<file path="config.mk">
export PLATFORM = sky130hd
export DESIGN_NAME = gdmm_div
export DESIGN_NICKNAME = d
export VERILOG_FILES = /design/src/rtl/gdmm_pkg.sv /design/src/rtl/gdmm_div.sv
export SDC_FILE = /design/constraint.sdc
export NUM_CORES = 1
export LEC_CHECK = 0
export ABC_AREA = 0
export BUFFER_PORTS_ARGS = -buffer_cell sky130_fd_sc_hd__buf_4
export CAP_MARGIN = 0
export CORE_MARGIN = 2
export CORE_UTILIZATION = 56
export DETAILED_ROUTE_END_ITERATION = 10
export MAX_ROUTING_LAYER = met4
export PLACE_DENSITY_LB_ADDON = 0.08
export SKIP_CTS_REPAIR_TIMING = 1
export SYNTH_ARGS = -nofsm -noshare
export SYNTH_HDL_FRONTEND = slang
export SYNTH_SLANG_ARGS = --single-unit
</file>
<file path="constraint.sdc">
create_clock -name aclk -period 5.3 [get_ports aclk]
set_input_delay 1.06 -clock aclk [delete_from_list [all_inputs] [get_ports aclk]]
set_output_delay 1.06 -clock aclk [all_outputs]
set_load 0.05 [all_outputs]
</file>
<file path="src/rtl/gdmm_pkg.sv">
`timescale 1ns / 1ps
// gdmm_pkg: shared types and constants of the GPS decimator with extremes.
// No dependencies.
package gdmm_pkg;

    localparam int SUM_W = 48;          // window sum accumulators
    localparam int DIV_CNT_W = 6;       // iteration counter of the divider
    localparam int MPH_W = 20;          // speed in metres per hour
    localparam int MPH_X_W = 24;        // 36 * speed + 5
    // ceil(2^27 / 10): exact quotient by ten for values below 2^26
    localparam logic [23:0] RECIP_TEN = 24'd13421773;
    localparam int RECIP_SHIFT = 27;

    localparam logic [31:0] TIME_INVALID = 32'hFFFF_FFFF;

    localparam logic [1:0] REC_SAMPLE = 2'd0;
    localparam logic [1:0] REC_MIN    = 2'd1;
    localparam logic [1:0] REC_MAX    = 2'd2;

    localparam logic [1:0] CFG_PERIOD = 2'd0;
    localparam logic [1:0] CFG_OFFSET = 2'd1;

    localparam logic KIND_SAMPLE = 1'b0;
    localparam logic KIND_REPORT = 1'b1;

    typedef enum logic [3:0] {
        ST_IDLE,
        ST_CONV_GS,
        ST_CONV_SS,
        ST_UPDATE,
        ST_ALT_GO,
        ST_ALT_WAIT,
        ST_GS_GO,
        ST_GS_WAIT,
        ST_SS_GO,
        ST_SS_WAIT,
        ST_EMIT,
        ST_RPT_MIN,
        ST_RPT_MAX
    } state_t;

endpackage

</file>
<file path="src/rtl/gdmm_div.sv">
`timescale 1ns / 1ps
// gdmm_div: restoring divider, one quotient bit per cycle.
// Depends on gdmm_pkg.
module gdmm_div #(
    parameter int DIVISOR_W = 16
) (
    input  logic                        aclk,
    input  logic                        aresetn,
    input  logic                        start,
    input  logic [gdmm_pkg::SUM_W-1:0]  dividend,
    input  logic [DIVISOR_W-1:0]        divisor,
    output logic                        busy,
    output logic                        done,
    output logic [gdmm_pkg::SUM_W-1:0]  quotient
);
    localparam int W = gdmm_pkg::SUM_W;

    logic [DIVISOR_W:0]                 rem_reg, rem_next;
    logic [W-1:0]                       quo_reg, quo_next;
    logic [gdmm_pkg::DIV_CNT_W-1:0]     cnt_reg, cnt_next;
    logic                               busy_reg, busy_next;
    logic                               done_reg, done_next;
    logic [DIVISOR_W:0]                 trial;
    logic                               fits;

    always_comb begin
        trial    = {rem_reg[DIVISOR_W-1:0], quo_reg[W-1]};
        fits     = trial >= {1'b0, divisor};
        rem_next = rem_reg;
        quo_next = quo_reg;
        cnt_next = cnt_reg;
        busy_next = busy_reg;
        done_next = 1'b0;
        if (start) begin
            rem_next  = '0;
            quo_next  = dividend;
            cnt_next  = '0;
            busy_next = 1'b1;
        end else if (busy_reg) begin
            rem_next = fits ? (trial - {1'b0, divisor}) : trial;
            quo_next = {quo_reg[W-2:0], fits};
            cnt_next = cnt_reg + 1'b1;
            if (cnt_reg == gdmm_pkg::DIV_CNT_W'(W - 1)) begin
                busy_next = 1'b0;
                done_next = 1'b1;
            end
        end
    end

    always_ff @(posedge aclk) begin
        if (!aresetn) begin
            busy_reg <= 1'b0;
            done_reg <= 1'b0;
            cnt_reg  <= '0;
        end else begin
            busy_reg <= busy_next;
            done_reg <= done_next;
            cnt_reg  <= cnt_next;
        end
        rem_reg <= rem_next;
        quo_reg <= quo_next;
    end

    assign busy     = busy_reg;
    assign done     = done_reg;
    assign quotient = quo_reg;

endmodule

</file>
-- Yosys cells after proc, flatten, opt, wreduce, memory -nomap -nowiden
Cells that the tools add are included.
- flip-flop bits (word level): 72
- latch bits: 0
- memory bits (writable): 0
- ROM bits: 0
- input bits: 67
- output and inout bits: 50
- logic and storage cells: 21
- memories: 0
- add/sub/neg operators: 2
- multipliers: 0
- div/mod/pow operators: 0
- magnitude comparators: 1
- equality and inequality tests: 1
- shift-type cells: 0
- mux-type cells: 7
- bitwise operators: 2
- reduce and logical (&&, ||, !) cells: 3
- operators with widths (cell ; number):
    2-to-1 mux 48 bit ; 2
    >= comparator 17 x 16 -> 1 bit ; 1
    2-to-1 mux 16 bit ; 1
    subtractor 16 bit ; 1
    adder 6 x 1 -> 6 bit, second input constant ; 1
    == test 6 bit, second input constant ; 1
    2-to-1 mux 1 bit ; 4
    OR reduction 3 bit ; 1
    NOT 1 bit ; 2
    nonzero test 2 bit ; 1
    OR reduction 2 bit ; 1

-- Logic depth before layout (Yosys ltp)
- depth in word-level cells: 4
- depth in mapped cells: 11
- gate-level depth less buffers: 9

-- Worst setup path after synthesis
No wires, ideal clock.
- path type: input -> register
- start point: input port start
- end point: register quo_reg[0], in the netlist quotient[0] (enable)
- library setup time: 407 ps
- arrival: 2609 ps
- required time: 4893 ps
- setup slack: 2285 ps
- stages on the path: 4
- path buffers: 2
- path through: clkbuf_1 > inv_1 > clkbuf_1 > nand2_1
- longest elaborated chain between the ends: 1
- RTL lines (what ; line ; text):
    start, declared ; gdmm_div.sv:9 ; input logic start,
    nonzero test 2 bit (no line) ; -- ;
    end signal, assigned ; gdmm_div.sv:61 ; quo_reg <= quo_next;
    end, declared ; gdmm_div.sv:19 ; logic [W-1:0] quo_reg, quo_next;
No other way between the ends.
A chain may end at the register's enable or synchronous reset.

-- Worst setup path in the final report
- start point: input port divisor[14]
- end point: register rem_reg[0]
- longest elaborated chain between the ends: 2
- RTL lines (what ; line ; text):
    start, declared ; gdmm_div.sv:11 ; input logic [DIVISOR_W-1:0] divisor,
    >= comparator 17 x 16 -> 1 bit ; gdmm_div.sv:28 ; fits = trial >= {1'b0, divisor};
    2-to-1 mux 16 bit ; gdmm_div.sv:40 ; rem_next = fits ? (trial - {1'b0, divisor}) : trial;
    end signal, assigned ; gdmm_div.sv:60 ; rem_reg <= rem_next;
    end, declared ; gdmm_div.sv:18 ; logic [DIVISOR_W:0] rem_reg, rem_next;
No other way between the ends.

==> impl_metrics.py <==
metrics = {
    "worst_setup_path": {
        "crit_start": "divisor[14]",
        "reg2reg_depth": 7,
        "worst_ep_arrival_time_ns": 3.59,
        "critPathMaxFanout": 20,
        "crit_chain": "buf_4, inv_1, ha_1, a21o_1, a211oi_1, and2_1, a41o_1, mux2_2, a211oi_2",
        "critPathMaxStageDelay_ns": 0.57,
        "crit_path_end_kind": "flip-flop",
        "slowest_stage": "a41o_1",
        "r2r_start": "rem_reg[13]$_SDFFE_PP0P_",
        "reg2reg_to": "rem_reg[0]$_SDFFE_PP0P_",
        "critPathKind": "input port to flip-flop",
        "cp-start-kind": "input port",
        "r2r_setup_slack_ns": 2.48,
        "crit_end": "rem_reg[0]$_SDFFE_PP0P_",
        "cp_data_required_time_ns": 5.55,
    },
    "finish": {
        "drive_gt1_frac": 0.3813,
        "fillers": 511,
        "multi_input_area_mm2": 0.001891,
        "nets": 561,
        "seq_area_mm2": 0.001922,
        "largest_reg_flops": 48,
        "area_growth_syn_to_layout_pct": 27.54,
        "antenna_cells": 0,
    },
    "drt": {
        "dr.first_iter.drc_count": 203,
        "ant_nets": 0,
        "drc": 0,
        "post_drt_wl_per_cell_um": 16.52,
        "drt-vias-per-instance": 5.681,
        "via_count": 3272,
        "wl_mm": 9.513,
        "first_pass_iters": 5,
    },
    "sta": {
        "whs_ns": 0.4908,
        "fin_crit_ns": 3.338,
        "setup_viol": 0,
        "clock_skew_ns": 0.006947,
        "fin_setup_tns_ns": 0,
        "hold_violations": 0,
        "tightest_slew_ns": 1.120,
        "fin_crit_sh": 0.6298,
        "maxSlewHeadroom": 0.2508,
        "finalMaxSlewViolations": 0,
        "rsz0062_at_grt": "false",
        "fmax_ghz": 0.2996,
        "fin_ws_ns": 1.962,
    },
    "run": {
        "drv_cap": 0,
    },
    "floorplan": {
        "coreArea_mm2": 0.006832,
        "pin_count": 117,
        "initial_core_util": 0.5832,
        "rows": 30,
        "die_h_um": 88.35,
        "dieArea_mm2": 0.007805,
        "fp.dieW_um": 88.35,
    },
    "hold_path": {
        "hp-class": "flip-flop to flip-flop",
    },
    "global_route": {
        "grt_overflow": 0,
        "grt_first_pass_wirelength_mm": 14.46,
        "grt_start_max_net_pins": 64,
        "track_usage": 0.2475,
        "antenna_found_initial": 0,
        "grt_pass1_vias": 3112,
    },
    "power_and_ir_drop": {
        "finalPower_w": 0.001563,
        "vdd_drop_max_mv": 0.2335,
        "p_leak_nw": 2.157,
        "powerDensity_mw_per_mm2": 307.6,
    },
    "run_status": {
        "status": "finished clean",
    },
    "synth": {
        "synthesis.nets": 452,
        "synth_area_per_cell_um2": 10.86,
        "yosysSeqAreaShare": 0.4824,
        "synthCells": 367,
        "synthesis.area_mm2": 0.003984,
        "ys.warnings.count": 0,
        "yosys_register_bits": 72,
        "synthDistinctLibCells": 54,
        "synth-async-reset-ratio": 0,
        "synth_edf_count": 48,
        "synth_ff_type": "edfxtp_1",
    },
    "clocking": {
        "path_clk_slew_ns": 0.07,
        "clockBufferDepth": 2,
        "cts_root_buf": "clkbuf_8",
        "cts_made_buffers": 9,
        "cts_tree": "yes",
        "h-tree-depth": 3,
        "clk_latency_ns": 0.33,
        "cts.sinks": 72,
    },
    "placed_design": {
        "gp_routability_congestion": 0.9194,
        "dpl.hpwl_mm": 6.754,
        "dpl_worst_slack_ns": 1.710,
        "io_buffers": 116,
    },
}
-- power breakdown --
part,internal (W),switching (W)
Sequential,0.000660,0.0000297
Clock,0.000213,0.000203
Combinational,0.000170,0.000286
Total,0.00104,0.000519
-- cell usage after synthesis (3+ instances only) --
cell type	instances	area share
clkbuf_1	13	0.012
a21oi_1	19	0.024
mux2_2	48	0.14
a31oi_1	4	0.0063
nand4_1	3	0.0047
edfxtp_1	48	0.36
xnor2_1	9	0.020
a311oi_1	7	0.015
nand2_1	34	0.032
nor2_1	30	0.028
inv_1	23	0.022
a32oi_1	3	0.0066
o21ai_0	12	0.015
ha_1	17	0.053
nand2b_1	5	0.0079
o211ai_1	4	0.0075
o31ai_1	4	0.0075
and2_1	3	0.0047
and3_1	7	0.011
xor2_1	4	0.0088
nand3_1	3	0.0038
dfxtp_1	24	0.12
-- area by class of cell --
class,instances,area share
Clock buffer,9,0.02438
Clock inverter,6,0.01182
Inverter,23,0.01699
Multi-Input combinational cell,253,0.3721
Sequential cell,72,0.3782
Tap cell,96,0.02364
Timing Repair Buffer,117,0.1729
-- per-stage QoR --
step / instances / util / instance area, µm²
after floorplan: 367 / - / 3984
after global placement: 561 / 0.7169 / 4897
after detailed placement: 561 / 0.7169 / 4897
after CTS: 576 / 0.7438 / 5081
after global routing: 576 / 0.7438 / 5081
final: 576 / 0.7438 / 5081
-- critical path, delay by kind of cell --
family / cells / cell delay [ns]
multiplexers: 1 / 0.42
buffers and inverters: 2 / 0.11
AND/OR/NAND/NOR: 1 / 0.24
adder cells (fa/ha/maj): 1 / 0.35
AO/OA/AOI/OAI: 4 / 1.40
-- routing by layer --
metal | vias to the layer above | GRT usage | part of all wire
li1 | 1564 | - | -
met1 | 1558 | 0.3108 | 0.42
met2 | 142 | 0.4026 | 0.51
met3 | 8 | 0.05410 | 0.067
met4 | 0 | 0.07576 | 0.010
met5 | - | - | 0
-- placed cells by master (no fill, tap or decap), types with 2 or more instances in the layout --
cell | synthesis | layout
nand4_1 | 3 | 3
a21o_1 | 2 | 2
xor2_1 | 4 | 4
edfxtp_1 | 48 | 48
a211oi_1 | 2 | 2
a41oi_1 | 2 | 2
o21ai_0 | 12 | 12
xnor2_1 | 9 | 9
nand2b_1 | 5 | 5
dfxtp_1 | 24 | 24
clkbuf_8 | 0 | 9
ha_1 | 17 | 17
mux2i_1 | 2 | 2
mux2_2 | 48 | 48
and2_1 | 3 | 3
a21oi_1 | 19 | 19
nand3_1 | 3 | 3
nand2_1 | 34 | 33
nand2_2 | 1 | 2
o31ai_1 | 4 | 4
inv_1 | 23 | 23
a311oi_1 | 7 | 7
buf_4 | 1 | 117
a31oi_1 | 4 | 4
a32oi_1 | 3 | 3
o311ai_1 | 2 | 2
o21a_1 | 2 | 2
and3_1 | 7 | 7
clkinv_1 | 0 | 2
o2111ai_1 | 2 | 2
nor2_1 | 30 | 30
o211ai_1 | 4 | 4
nor2b_1 | 2 | 2
or3_1 | 2 | 2
-- worst min path at each step --
stage,slack [ns],cells past startpoint,from,endpoint
after global placement,0.46,2,cnt_reg[5]$_SDFFE_PP0P_,cnt_reg[5]$_SDFFE_PP0P_
after CTS,0.49,2,rem_reg[7]$_SDFFE_PP0P_,rem_reg[8]$_SDFFE_PP0P_
after floorplan,0.45,2,cnt_reg[5]$_SDFFE_PP0P_,cnt_reg[5]$_SDFFE_PP0P_
after global routing,0.53,2,cnt_reg[5]$_SDFFE_PP0P_,cnt_reg[5]$_SDFFE_PP0P_
final,0.49,2,rem_reg[7]$_SDFFE_PP0P_,rem_reg[8]$_SDFFE_PP0P_
after detailed placement,0.48,2,rem_reg[7]$_SDFFE_PP0P_,rem_reg[8]$_SDFFE_PP0P_
-- kinds of logic (layout without fill, tap and decap cells) --
group                      Yosys count  after routing  share of synthesized area
xor gates and xnor gates            13             13                    0.02858
adders and majority gates           18             18                    0.05842
muxes                               50             50                     0.1407
and+or+nand+nor                     94             94                     0.1071
DFF                                 72             72                     0.4824
AOI/OAI and AO/OA                   78             78                     0.1391
buffers and inverters               42            155                    0.04366
(Power assumes the default switching activity.)
